===== src/rtl/hatd_pkg.sv =====
// ----------------------------------------------------------------------------
// hatd_pkg: shared definitions for the heading block
// Widths, scaling constants, the tangent table and the sequencer states.
// ----------------------------------------------------------------------------
package hatd_pkg;

  localparam int COORD_W = 16;
  localparam int MAG_W   = 17;
  localparam int REM_W   = 31;
  localparam int RATIO_W = 14;
  localparam int HEAD_W  = 9;
  localparam int CNT_W   = 4;

  localparam logic [CNT_W-1:0] DIV1_STEPS = 4'd14;
  localparam logic [CNT_W-1:0] DIV2_STEPS = 4'd3;

  localparam logic [REM_W-1:0]   RATIO_SCALE = 31'd10000;
  localparam logic [REM_W-1:0]   SMALL_MUL   = 31'd57;
  localparam logic [REM_W-1:0]   INTERP_MUL  = 31'd5;
  localparam logic [RATIO_W-1:0] SMALL_LIMIT = 14'd1000;

  typedef enum logic [2:0] {
    S_IDLE,
    S_DIV1,
    S_PREP2,
    S_DIV2,
    S_FIN
  } state_t;

  function automatic logic [RATIO_W-1:0] tan_at(input logic [3:0] idx);
    logic [RATIO_W-1:0] t;
    case (idx)
      4'd0:    t = 14'd875;
      4'd1:    t = 14'd1763;
      4'd2:    t = 14'd2679;
      4'd3:    t = 14'd3640;
      4'd4:    t = 14'd4663;
      4'd5:    t = 14'd5774;
      4'd6:    t = 14'd7002;
      4'd7:    t = 14'd8391;
      default: t = 14'd10000;
    endcase
    return t;
  endfunction

endpackage


===== src/rtl/heading_atan2_degrees.sv =====
// ----------------------------------------------------------------------------
// heading_atan2_degrees: whole-degree heading between two points
// Computes the heading from a start point to a target point as 0..359
// degrees using a shared iterative restoring divider.
// ----------------------------------------------------------------------------
// One request is taken while the block is idle; no new request is taken until
// its heading has been loaded into the output register. The request passes
// through the states S_DIV1, S_PREP2, S_DIV2 and S_FIN in that order, and S_FIN
// holds while a stalled result still waits. The single compare-subtract divider
// step is used 14 times for the ratio and 3 times for the rounded angle.
// A finished heading waits in the output register while the next request
// is taken.
module heading_atan2_degrees (
  input  logic                          clk,
  input  logic                          rst_n,
  input  logic                          in_valid,
  output logic                          in_stall,
  input  logic [hatd_pkg::COORD_W-1:0]  in_from_x,
  input  logic [hatd_pkg::COORD_W-1:0]  in_from_y,
  input  logic [hatd_pkg::COORD_W-1:0]  in_to_x,
  input  logic [hatd_pkg::COORD_W-1:0]  in_to_y,
  output logic                          out_valid,
  input  logic                          out_stall,
  output logic [hatd_pkg::HEAD_W-1:0]   out_heading_deg
);
  import hatd_pkg::*;

  state_t state_r, state_nxt;
  logic [CNT_W-1:0]   cnt_r, cnt_nxt;
  logic [REM_W-1:0]   rem_r, dsr_r;
  logic [RATIO_W-1:0] q_r;
  logic [MAG_W-1:0]   minor_r, major_r;
  logic               swap_r, zero_r, xneg_r, yle_r, ylt_r, small_r;
  logic [3:0]         k_r;
  logic               out_valid_r;
  logic [HEAD_W-1:0]  heading_r;

  logic               accept, out_load;
  logic [MAG_W-1:0]   dxs, dys, dx, dy, minor, major;
  logic               swap;
  logic [REM_W-1:0]   step_rem;
  logic               step_bit;
  logic [3:0]         k;
  logic [RATIO_W-1:0] lo, d;
  logic [5:0]         angle;
  logic [6:0]         base;
  logic [HEAD_W-1:0]  heading;

  hatd_div_step u_step (
    .rem     (rem_r),
    .dsr     (dsr_r),
    .rem_out (step_rem),
    .q_bit   (step_bit)
  );

  assign dxs   = {in_to_x[15], in_to_x} - {in_from_x[15], in_from_x};
  assign dys   = {in_to_y[15], in_to_y} - {in_from_y[15], in_from_y};
  assign dx    = dxs[16] ? (~dxs + 17'd1) : dxs;
  assign dy    = dys[16] ? (~dys + 17'd1) : dys;
  assign swap  = (dy > dx);
  assign minor = swap ? dx : dy;
  assign major = swap ? dy : dx;

  always_comb begin
    k = 4'd8;
    for (int i = 7; i >= 1; i--) begin
      if (tan_at(4'(i)) >= q_r) begin
        k = 4'(i);
      end
    end
    lo = tan_at(k - 4'd1);
    d  = tan_at(k) - lo;
  end

  always_comb begin
    angle = small_r ? {3'b000, q_r[2:0]} : (6'(k_r) * 6'd5 + {3'b000, q_r[2:0]});
    if (zero_r) begin
      base = 7'd0;
    end else if (swap_r) begin
      base = 7'd90 - {1'b0, angle};
    end else begin
      base = {1'b0, angle};
    end
    if (xneg_r) begin
      heading = yle_r ? (9'(base) + 9'd180) : (9'd180 - 9'(base));
    end else if (ylt_r && base != 7'd0) begin
      heading = 9'd360 - 9'(base);
    end else begin
      heading = 9'(base);
    end
  end

  always_comb begin
    state_nxt = state_r;
    cnt_nxt   = cnt_r;
    case (state_r)
      S_IDLE: begin
        if (in_valid) begin
          state_nxt = S_DIV1;
          cnt_nxt   = DIV1_STEPS - 4'd1;
        end
      end
      S_DIV1: begin
        cnt_nxt = cnt_r - 4'd1;
        if (cnt_r == 4'd0) begin
          state_nxt = S_PREP2;
        end
      end
      S_PREP2: begin
        state_nxt = S_DIV2;
        cnt_nxt   = DIV2_STEPS - 4'd1;
      end
      S_DIV2: begin
        cnt_nxt = cnt_r - 4'd1;
        if (cnt_r == 4'd0) begin
          state_nxt = S_FIN;
        end
      end
      S_FIN: begin
        if (!out_valid_r || !out_stall) begin
          state_nxt = S_IDLE;
        end
      end
      default: state_nxt = S_IDLE;
    endcase
  end

  always_comb begin
    in_stall = (state_r != S_IDLE);
    accept   = in_valid && (state_r == S_IDLE);
    out_load = (state_r == S_FIN) && (!out_valid_r || !out_stall);
  end

  always_ff @(posedge clk) begin
    if (!rst_n) begin
      state_r     <= S_IDLE;
      cnt_r       <= '0;
      out_valid_r <= 1'b0;
    end else begin
      state_r <= state_nxt;
      cnt_r   <= cnt_nxt;
      if (out_load) begin
        out_valid_r <= 1'b1;
      end else if (!out_stall) begin
        out_valid_r <= 1'b0;
      end
    end
  end

  always_ff @(posedge clk) begin
    if (accept) begin
      minor_r <= minor;
      major_r <= major;
      swap_r  <= swap;
      zero_r  <= (major == 17'd0);
      xneg_r  <= $signed(in_to_x) < $signed(in_from_x);
      yle_r   <= $signed(in_to_y) <= $signed(in_from_y);
      ylt_r   <= $signed(in_to_y) < $signed(in_from_y);
      rem_r   <= 31'(minor) * RATIO_SCALE;
      dsr_r   <= {1'b0, major, 13'b0};
      q_r     <= '0;
    end
    case (state_r)
      S_DIV1, S_DIV2: begin
        rem_r <= step_rem;
        dsr_r <= dsr_r >> 1;
        q_r   <= {q_r[RATIO_W-2:0], step_bit};
      end
      S_PREP2: begin
        q_r <= '0;
        k_r <= k;
        if (q_r < SMALL_LIMIT) begin
          small_r <= 1'b1;
          rem_r   <= 31'(minor_r) * SMALL_MUL + 31'(major_r[MAG_W-1:1]);
          dsr_r   <= {12'b0, major_r, 2'b00};
        end else begin
          small_r <= 1'b0;
          rem_r   <= 31'(q_r - lo) * INTERP_MUL + 31'(d[RATIO_W-1:1]);
          dsr_r   <= {15'b0, d, 2'b00};
        end
      end
      default: begin
      end
    endcase
    if (out_load) begin
      heading_r <= heading;
    end
  end

  assign out_valid       = out_valid_r;
  assign out_heading_deg = heading_r;

  a_accept_starts: assert property (@(posedge clk) disable iff (!rst_n)
    (in_valid && !in_stall) |=> (state_r == S_DIV1))
    else $error("accepted request did not start the ratio division");

  a_heading_range: assert property (@(posedge clk) disable iff (!rst_n)
    out_valid |-> (out_heading_deg < 9'd360))
    else $error("heading out of range");

  a_div2_count: assert property (@(posedge clk) disable iff (!rst_n)
    (state_r == S_DIV2) |-> (cnt_r < DIV2_STEPS))
    else $error("angle division step count overrun");

  a_angle_range: assert property (@(posedge clk) disable iff (!rst_n)
    (state_r == S_FIN && !zero_r) |-> (angle <= 6'd45))
    else $error("base angle above 45 degrees");

endmodule


===== src/rtl/hatd_div_step.sv =====
// ----------------------------------------------------------------------------
// hatd_div_step: one restoring division step
// Compares the partial remainder with the aligned divisor and subtracts it
// when it fits, giving one quotient bit.
// ----------------------------------------------------------------------------
module hatd_div_step (
  input  logic [hatd_pkg::REM_W-1:0] rem,
  input  logic [hatd_pkg::REM_W-1:0] dsr,
  output logic [hatd_pkg::REM_W-1:0] rem_out,
  output logic                       q_bit
);
  import hatd_pkg::*;

  assign q_bit   = (rem >= dsr);
  assign rem_out = q_bit ? (rem - dsr) : rem;

endmodule


===== config.mk =====
export PLATFORM = sky130hd
export DESIGN_NAME = heading_atan2_degrees
export DESIGN_NICKNAME = d
export VERILOG_FILES = /design/src/rtl/hatd_pkg.sv /design/src/rtl/heading_atan2_degrees.sv /design/src/rtl/hatd_div_step.sv
export SDC_FILE = /design/constraint.sdc
export NUM_CORES = 1
export LEC_CHECK = 0
export BUFFER_PORTS_ARGS = -buffer_cell sky130_fd_sc_hd__buf_2
export CAP_MARGIN = 20
export CORE_MARGIN = 5
export CORE_UTILIZATION = 60
export DETAILED_ROUTE_END_ITERATION = 6
export GPL_ROUTABILITY_DRIVEN = 0
export GPL_TIMING_DRIVEN = 1
export PLACE_DENSITY_LB_ADDON = 0.12
export SYNTH_ARGS = -nofsm -noshare
export SYNTH_HDL_FRONTEND = slang
export SYNTH_SLANG_ARGS = --single-unit

===== constraint.sdc =====
create_clock -name clk -period 28.1 [get_ports clk]
set_input_delay 5.62 -clock clk [delete_from_list [all_inputs] [get_ports clk]]
set_output_delay 5.62 -clock clk [all_outputs]
set_load 0.03 [all_outputs]

Word level (Yosys, flattened, before mapping)
Memories as Yosys holds them, arrays and structs flattened.
Index checks and enable logic that the tools add are counted.
- equal/unequal tests: 10
- multipliers: 4
- div/mod/pow operators: 0
- shift operators: 0
- reductions and logical operators: 17
- add/subtract/negate cells: 16
- $lt $le $gt $ge: 13
- bitwise gates (word level): 2
- multiplexer cells: 38
- operator list (kind ; number):
    31-bit two-way mux ; 4
    31-bit one-hot mux with 2 select lines ; 2
    17-bit two-way mux ; 4
    13-bit by 14-bit greater-or-equal comparator with 1-bit output, first input constant ; 3
    14-bit two-way mux ; 3
    17-bit by 1-bit adder with 17-bit output, second input constant ; 2
    17-bit NOT ; 2
    16-bit by 16-bit subtractor with 17-bit output ; 2
    16-bit less-than comparator ; 2
    4-bit two-way mux ; 8
    31-bit greater-or-equal comparator ; 1
    31-bit subtractor ; 1
    12-bit by 14-bit greater-or-equal comparator with 1-bit output, first input constant ; 2
    14-bit one-hot mux with 2 select lines ; 1
    17-bit by 10-bit multiplier with 27-bit output, second input constant ; 1
    9-bit two-way mux ; 3
    23-bit by 16-bit adder with 24-bit output ; 1
    17-bit by 6-bit multiplier with 23-bit output, second input constant ; 1
    19-bit by 14-bit adder with 20-bit output ; 1
    15-bit by 4-bit multiplier with 19-bit output, second input constant ; 1
    19-bit two-way mux ; 1
    17-bit greater-than comparator ; 1
    17-bit logical NOT ; 1
    16-bit less-or-equal comparator ; 1
    other kinds (33) ; 51
- RAM bits: 0
- bits in registers: 137
- logic and storage cells: 118
- bits of input ports: 68
- memories kept: 2
- memory bits (read-only): 224
- latch bits: 0
- memory list (name ; depth ; bits a word ; rd ports ; clocked after memory_dff ; wr ports ; RTL line ; RTL):
    (no name shown) ; 8 ; 14 ; 1 ; 0 ; 0 ; hatd_pkg.sv:32 ; case (idx)
    (no name shown) ; 8 ; 14 ; 1 ; 0 ; 0 ; hatd_pkg.sv:32 ;

Logic depth before layout (Yosys ltp)
Gate-level depths: netlist (run 1).
An unclocked memory read counts as a cell.
- depth after elaboration: 16
- gate-level depth with buffers: 44
- depth with buffers taken out: 41

Hierarchy
A second synthesis (run 1) with hierarchy kept.
- cells, all modules: 2307
- area, all modules: 20049.2 um^2
- by module, submodules not included (module ; cells each ; sequential area each (um^2) ; area each (um^2) ; times used):
    heading_atan2_degrees ; 1983 ; 4003.8 ; 17625.7 ; 1
    hatd_div_step ; 324 ; 0.0 ; 2423.6 ; 1

Worst setup path before layout (run 1)
Ideal clock, no wire load.
- path kind: input -> register
- start: input port in_from_y[4] in the netlist's numbering
- end: register rem_r[29] (data pin)
- data arrival time: 15.050 ns
- stages: 39
- required time: 27.942 ns
- buffers on the path: 3
- setup slack: 12.892 ns
- cell sequence: inv_1 -> ha_1 -> clkbuf_1 -> and3b_1 -> a211o_1 -> a311oi_1 -> o2111ai_1 -> a2111oi_2 -> nand2_1 -> or3_1 -> nand2_1 -> xor2_1 -> inv_1 -> ha_1 -> nand4_1 -> o31a_1 -> a22oi_4 -> buf_4 -> (+3 left out) -> ha_1 -> inv_1 -> fa_1 -> inv_1 -> ha_1 -> inv_1 -> fa_1 -> inv_1 -> ha_1 -> a2111oi_0 -> o31ai_1 -> o2111a_1 -> o31a_1 -> o311a_1 -> o21a_1 -> o21ai_0 -> or3b_2 -> o211ai_1
- word-level cells in the longest chain between the ends: 9
- ends and longest elaborated chain (what ; RTL line ; RTL):
    start, declared ; heading_atan2_degrees.sv:19 ; input logic [hatd_pkg::COORD_W-1:0] in_from_y,
    16-bit by 16-bit subtractor with 17-bit output * ; heading_atan2_degrees.sv:57 ; assign dys = {in_to_y[15], in_to_y} - {in_from_y[15], in_from_y};
    17-bit NOT ; heading_atan2_degrees.sv:59 ; assign dy = dys[16] ? (~dys + 17'd1) : dys;
    17-bit by 1-bit adder with 17-bit output ; heading_atan2_degrees.sv:59 ;
    17-bit two-way mux * ; heading_atan2_degrees.sv:59 ;
    17-bit greater-than comparator ; heading_atan2_degrees.sv:60 ; assign swap = (dy > dx);
    17-bit two-way mux * ; heading_atan2_degrees.sv:61 ; assign minor = swap ? dx : dy;
    via minor[5] ; heading_atan2_degrees.sv:39 ; logic [MAG_W-1:0] dxs, dys, dx, dy, minor, major;
    17-bit by 10-bit multiplier with 27-bit output * ; heading_atan2_degrees.sv:159 ; rem_r <= 31'(minor) * RATIO_SCALE;
    31-bit two-way mux * ; heading_atan2_degrees.sv:151 ; if (accept) begin
    31-bit one-hot mux with 2 select lines * ; heading_atan2_degrees.sv:163 ; case (state_r)
    end signal, assigned ; heading_atan2_degrees.sv:159 ;
    end signal, assigned ; heading_atan2_degrees.sv:165 ; rem_r <= step_rem;
    end signal, assigned ; heading_atan2_degrees.sv:174 ; rem_r <= 31'(minor_r) * SMALL_MUL + 31'(major_r[MAG_W-1:1]);
    end, declared ; heading_atan2_degrees.sv:30 ; logic [REM_W-1:0] rem_r, dsr_r;
Mark *: on every way through the listed nets, which the timed path passes. The rest lies on a longest branch. The select of a mux whose other input is x is not followed.
A chain may end at the register's enable or synchronous reset.

Worst setup path in the final report (run 1)
- start: input port in_from_y[5] in the netlist's numbering
- end: register rem_r[29] (data pin)
The elaborated chain is that of the path after synthesis.

==> key figures, run 1 <==
Status
  – Status: finished, final reports clean

Logic synthesis
  – Synthesis-stage register bit count: 136
  – Ys async rst share: 0
  – Syn avg cell area: between 8 and 9 sq um
  – Cells after Synth: 2201
  – Syn Nets: 2673
  – Top_reg_cell synth: edfxtp_1
  – Netlist Area Pre-Place: between 0.015 and 0.02 sq mm
  – Count of cell types in the netlist: 80
  – Post-synth EDFFs: roughly 130
  – Sequential share of the synthesized area: 0.207
  – YS warnings: 0

Layout
  – Diode count: 0
  – Most common cell after layout, fill and taps aside: inv_1
  – Proportion of layout cells with a drive suffix above 1: 0.0686
  – Final layout net count: roughly 2700
  – Commonest cells after routing, fill and taps aside: inv_1 (329), ha_1 (308), nor2_1 (148), a21oi_1 (144), edfxtp_1 (128)
  – Area growth from synthesis to layout: 7.39%
  – Layout fillers: about 2700

Worst setup path
  – Endpoint type of the worst setup path: register
  – Setup CP Type: input port to register
  – CP required: 28380 ps
  – Highest cell delay on the worst timing path: a little over 700 ps
  – Critical Path Source Type: input port
  – CP Max Fanout: 35
  – Critical path's slowest cell: mux2i_1
  – Arrival time at the worst endpoint: roughly 16000 ps
  – Cell mode on critical path: inv_1

Routing
  – DRT antenna net count: 0
  – Via count: roughly 17000
  – First-pass iteration count of the detailed router: 6
  – Vias per std cell: just over 6
  – DRC viols: 0
  – Routed WL: slightly above 50 mm
  – WL/cell: 18.9 microns
  – Iter 0 DRT Violations: 1326

Timing
  – Max-slew violations: 0
  – Final Hold Fails: 0
  – Final period util: 0.573
  – Worst slew pin tran: about 1000 ps
  – Fin crit period: about 16000 ps
  – Unrepaired setup endpoints after global routing: no
  – Setup TNS: 0 ps
  – # setup viols final: 0
  – Max Clock Freq: 62.1 MHz
  – Clock Skew: about 14 ps
  – Rel. slew slack: 0.299

Floorplanning
  – Core ar.: between 0.03 and 0.04 sq mm
  – Die Y-Extent: roughly 190 microns
  – FP Rows: 65
  – Starting density of the core: 0.610
  – Die area: roughly 0.036 sq mm
  – IO Count: between 70 and 80
  – DIE WIDTH: about 190 microns

Clock tree
  – # clock sinks: 136
  – CTS tree: built
  – Clk buf depth: 2
  – Reg clk slew, reported paths: approximately 70 ps
  – Number of hold buffers added after cts: 0
  – Clock H-tree levels: 4
  – CTS resizes: 0
  – CTS buffer count: 17
  – Postcts setup bufs: 0
  – Root Buffer: clkbuf_16
  – Clock latency on the worst-skew pair: ~440 ps

Worst hold path
  – HP Class: register to register

Placement
  – Dpl hpwl: about 41 mm
  – PortBufs: 78

Global routing
  – Initial antenna violation count: 0
  – Grt ovf: 0
  – Number of global-route vias before repair: roughly 16000
  – GRT Overall Usage: 0.278
  – Largest net degree at the start of global routing: 47
  – First-pass GRT wire length: 81.0 mm

Run
  – Max-Cap Viols: 0
cells by family after synthesis:
logic type | Yosys count | share of synthesized area
AOI/OAI and AO/OA | 561 | 0.193
xor gates and xnor gates | 145 | 0.0658
buffers and inverters | 382 | 0.0752
muxes | 48 | 0.0257
and+or+nand+nor | 525 | 0.134
adders and majority gates | 404 | 0.299
DFF | 136 | 0.207
registers in the layout, summed over array words and instances, names as in the netlist:
signal,count
cnt_r,4
k_r,4
ylt_r,1
major_r,17
rem_r,31
xneg_r,1
out_valid,1
state_r,3
zero_r,1
minor_r,17
swap_r,1
q_r,14
dsr_r,30
small_r,1
yle_r,1
out_heading_deg,9
area by class of cell:
cell class	count	area, sq um	area share
multi-input combinational	1683	13900	0.670
sequential	136	4000	0.193
inverter	331	1240	0.0600
timing repair buffer	93	503	0.0243
tap	402	503	0.0243
clock buffer	17	425	0.0205
clock inverter	15	168	0.00809
layer usage:
metal  part of all wire  track usage  routed length, microns  vias up
met5                  0            0                       0        -
met4              0.031       0.0874                    1570        0
met3              0.071       0.0378                    3600      112
met2               0.47        0.465                   23800      660
met1               0.43        0.376                   21700     7824
li1                   -            -                       -     7928
synthesized netlist by cell type, drive strengths merged (44+ instances only):
| library cell | n | area share |
|---|---|---|
| a21oi | 145 | 0.038 |
| xnor2 | 81 | 0.037 |
| nor3 | 44 | 0.011 |
| a21o | 55 | 0.021 |
| inv | 330 | 0.064 |
| o21ai | 112 | 0.029 |
| ha | 308 | 0.20 |
| nor2 | 149 | 0.029 |
| xor2 | 64 | 0.029 |
| edfxtp | 128 | 0.20 |
| nand2 | 117 | 0.023 |
| fa | 96 | 0.10 |
path summary, 6_finish.rpt:
path	from	end	slack, ps	cells past startpoint
max	in_from_y[5]	rem_r[29]	11990	38
min	out_valid	out_valid	490	2
max reg2reg	q_r[3]	rem_r[22]	18480	33
min reg2reg	out_valid	out_valid	490	2
critical path, delay by kind of cell:
family | cells | cell delay, ps
buffers and inverters | 8 | 870
AOI/OAI and AO/OA | 14 | 4450
and+or+nand+nor | 6 | 1410
xor gates and xnor gates | 1 | 220
muxes | 1 | 710
adders and majority gates | 8 | 3070
through the flow:
stage / setup WS (ps) / hold slack [ps] / util / instances / cell area, sq um
floorplan: 12890 / 459 / - / 2201 / 19300
detailed placement: 11620 / 485 / 0.636 / 2644 / 20100
CTS: 12030 / 494 / 0.655 / 2676 / 20700
finish: 11990 / 489 / 0.655 / 2677 / 20700
global route: 11110 / 521 / 0.655 / 2677 / 20700
global placement: 11960 / 480 / 0.636 / 2644 / 20100
Power of run 1 is not shown: default switching activity piles up to over one toggle a cycle in this logic, so the estimate is an artifact.
==> inputs of run 2 (changes only) <==
ABC_AREA = 1   (was not set)
CORE_UTILIZATION = 59   (was 60)
clock period = 13.27 ns   (was 28.1 ns; I/O delays follow)
==> run 2 against run 1 <==
Net effect:
- core utilization is 1.5 points lower
- area after synthesis up 3.0%
- die area is 4.5% higher
- critical path type unchanged
==> key figures, run 2 <==
Status
  – Status: finished, final reports clean

Timing
  – Rel. slew slack: 0.410 (+0.112)
  – Final period util: 0.878
  – Max-slew violations: 0 (unchanged)
  – Clock Skew: 11.7 ps (-2.00 ps)
  – Unrepaired setup endpoints after global routing: no
  – Fin crit period: about 12000 ps
  – Final worst setup slack: 1610 ps (-10380 ps)
  – # setup viols final: 0 (unchanged)
  – Worst slew pin tran: 885 ps (-156 ps)
  – Final Hold Fails: 0 (unchanged)
  – Setup TNS: 0 ps (unchanged)
  – Max Clock Freq: approximately 86 MHz

Layout
  – Regs by FF count: rem_r (31), dsr_r (30)
  – Diode count: 0 (unchanged)
  – Most common cell after layout, fill and taps aside: inv_1
  – Number of flip-flops in the largest register: 31 (unchanged)
  – Layout fillers: 3092 (+16%)
  – Final layout net count: 3254 (+19%)
  – Area growth from synthesis to layout: 7.39% (about the same)
  – Largest register by flop count: rem_r
  – Final Util: 0.640 (-0.0154)
  – Commonest cells after routing, fill and taps aside: inv_1 (579), nand2_1 (517), ha_1 (308), a21oi_1 (224), nor2_1 (177)
  – Fin area: 0.0213 sq mm (+3.0%)
  – Proportion of layout cells with a drive suffix above 1: 0.0644 (-0.00417)

Routing
  – Iter 0 DRT Violations: 1702 (+28%)
  – Routed WL: 54.4 mm (+7.4%)
  – DRC viols: 0 (unchanged)
  – First-pass iteration count of the detailed router: 6 (unchanged)
  – DRT antenna net count: 0 (unchanged)
  – Via count: 18503 (+12%)
  – WL/cell: 16.8 microns (-11%)
  – Vias per std cell: 5.71 (-7.6%)

Floorplanning
  – DIE WIDTH: 194 microns (+2.2%)
  – Core ar.: 0.0334 sq mm (+5.5%)
  – Starting density of the core: 0.596 (-0.0144)
  – Die area: 0.0375 sq mm (+4.5%)
  – IO Count: 79 (unchanged)
  – Die Y-Extent: 194 microns (+2.2%)
  – FP Rows: 67 (+3.1%)

Worst setup path
  – Critical path's slowest cell: fa_1
  – Critical Path Source Type: input port
  – Endpoint type of the worst setup path: register
  – Highest cell delay on the worst timing path: 530 ps (-180 ps)
  – Setup CP Type: input port to register
  – CP Max Fanout: 42 (+20%)
  – Arrival time at the worst endpoint: 11820 ps (-4560 ps)
  – CP required: 13440 ps (-14940 ps)

Logic synthesis
  – Netlist Area Pre-Place: 0.0199 sq mm (+3.0%)
  – Ys async rst share: 0 (unchanged)
  – Count of cell types in the netlist: 53 (-34%)
  – YS warnings: 0 (unchanged)
  – Synth area leaders: ha_1 (19%), edfxtp_1 (19%), inv_1 (11%)
  – Cells after Synth: 2707 (+23%)
  – Post-synth EDFFs: 128 (unchanged)
  – Top_reg_cell synth: edfxtp_1
  – Synthesis-stage register bit count: 136 (unchanged)
  – Syn Nets: 3179 (+19%)
  – Most frequent cell after synthesis: inv_1
  – Syn avg cell area: 7.34 sq um (-16%)
  – Sequential share of the synthesized area: 0.201 (-0.00600)
  – Share of the synthesized area in the top cell type: 0.194 (-0.00577)
  – Synth cell count leaders: inv_1 (580), nand2_1 (517), ha_1 (308)
  – Cell taking the most area after synthesis: ha_1

Global routing
  – GR peak layer: met2
  – Number of global-route vias before repair: 17799 (+14%)
  – GRT Overall Usage: 0.284 (+0.00644)
  – Grt ovf: 0 (unchanged)
  – GRT met3 Usage: 0.0404 (+0.00256)
  – First-pass GRT wire length: 87.8 mm (+8.4%)
  – Met1 Use GR: 0.362 (-0.0142)
  – Initial antenna violation count: 0 (unchanged)
  – Largest net degree at the start of global routing: 43 (-8.5%)
  – GR Util met2: 0.486 (+0.0214)

Worst hold path
  – HP Class: register to register

Placement
  – Placed cell area: 0.0208 sq mm (+3.2%)
  – Post-Place Setup Slack: 1250 ps (-10370 ps)
  – Dpl hpwl: 45.3 mm (+11%)
  – PortBufs: 78 (unchanged)

Clock tree
  – Reg clk slew, reported paths: 70 ps (about the same)
  – Postcts setup bufs: 0 (unchanged)
  – # clock sinks: 136 (unchanged)
  – CTS tree: built
  – Root Buffer: clkbuf_16
  – Clock latency on the worst-skew pair: 440 ps (about the same)
  – CTS buffer count: 17 (unchanged)
  – Clock H-tree levels: 4 (unchanged)
  – Number of hold buffers added after cts: 0 (unchanged)
  – Clk buf depth: 2 (unchanged)
  – CTS resizes: 0 (unchanged)

Run
  – Max-Cap Viols: 0 (unchanged)
==> run 2: cell types whose count changed after synthesis, sizes merged, moves of 23 or more <==
cell and delta:
o21ai +42, a21o -49, nand3 +102, nor2b -33, nor2 +38, mux2i -38
xnor2 -62, nand2 +419, o21a -24, and2 -23, inv +252, nand2b -26
a21oi +81
==> run 2: cell families after synthesis <==
kind of cell,after synthesis,share of synthesized area
and+or+nand+nor,951,0.203
DFF,136,0.201
adders and majority gates,404,0.291
AOI/OAI and AO/OA,510,0.147
buffers and inverters,619,0.119
xor gates and xnor gates,87,0.0387
==> run 2: path summary, 6_finish.rpt <==
check / start / endpoint / slack (ps) / cells past startpoint
worst max-delay path: in_from_x[0] / rem_r[27] / 1610 / 51
worst min-delay path: cnt_r[1] / cnt_r[1] / 460 / 2
worst max register to register: q_r[6] / rem_r[19] / 4260 / 47
worst min register to register: cnt_r[1] / cnt_r[1] / 460 / 2
==> run 2: layout make-up <==
type                            count  area, sq um  share of cell area
Tap cell                          448          561              0.0263
Sequential cell                   136         4000               0.188
Clock inverter                     14          148             0.00692
Clock buffer                       18          429              0.0201
Inverter                          584         2190               0.103
Timing Repair Buffer               91          488              0.0229
Multi-Input combinational cell   1952        13500               0.633
==> run 2: critical path: cells and delay by family <==
family	cells	cell delay [ps]
XOR/XNOR	1	360
AND/OR/NAND/NOR	16	1940
AO/OA/AOI/OAI	16	2600
adder cells (fa/ha/maj)	9	3330
buffers and inverters	9	910
==> run 2: layer usage <==
| layer | up-vias | share of wire |
|---|---|---|
| li1 | 9047 | - |
| met1 | 8592 | 0.41 |
| met2 | 720 | 0.47 |
| met3 | 144 | 0.070 |
| met4 | 0 | 0.047 |
| met5 | - | 0 |
==> run 2: metrics by stage <==
stage	hold slack, ps	std cells
CTS	467	3243
floorplan	441	2707
finish	461	3243
global route	520	3243
detailed placement	457	3211
global placement	451	3211
Power of run 2 is left out for the same reason.
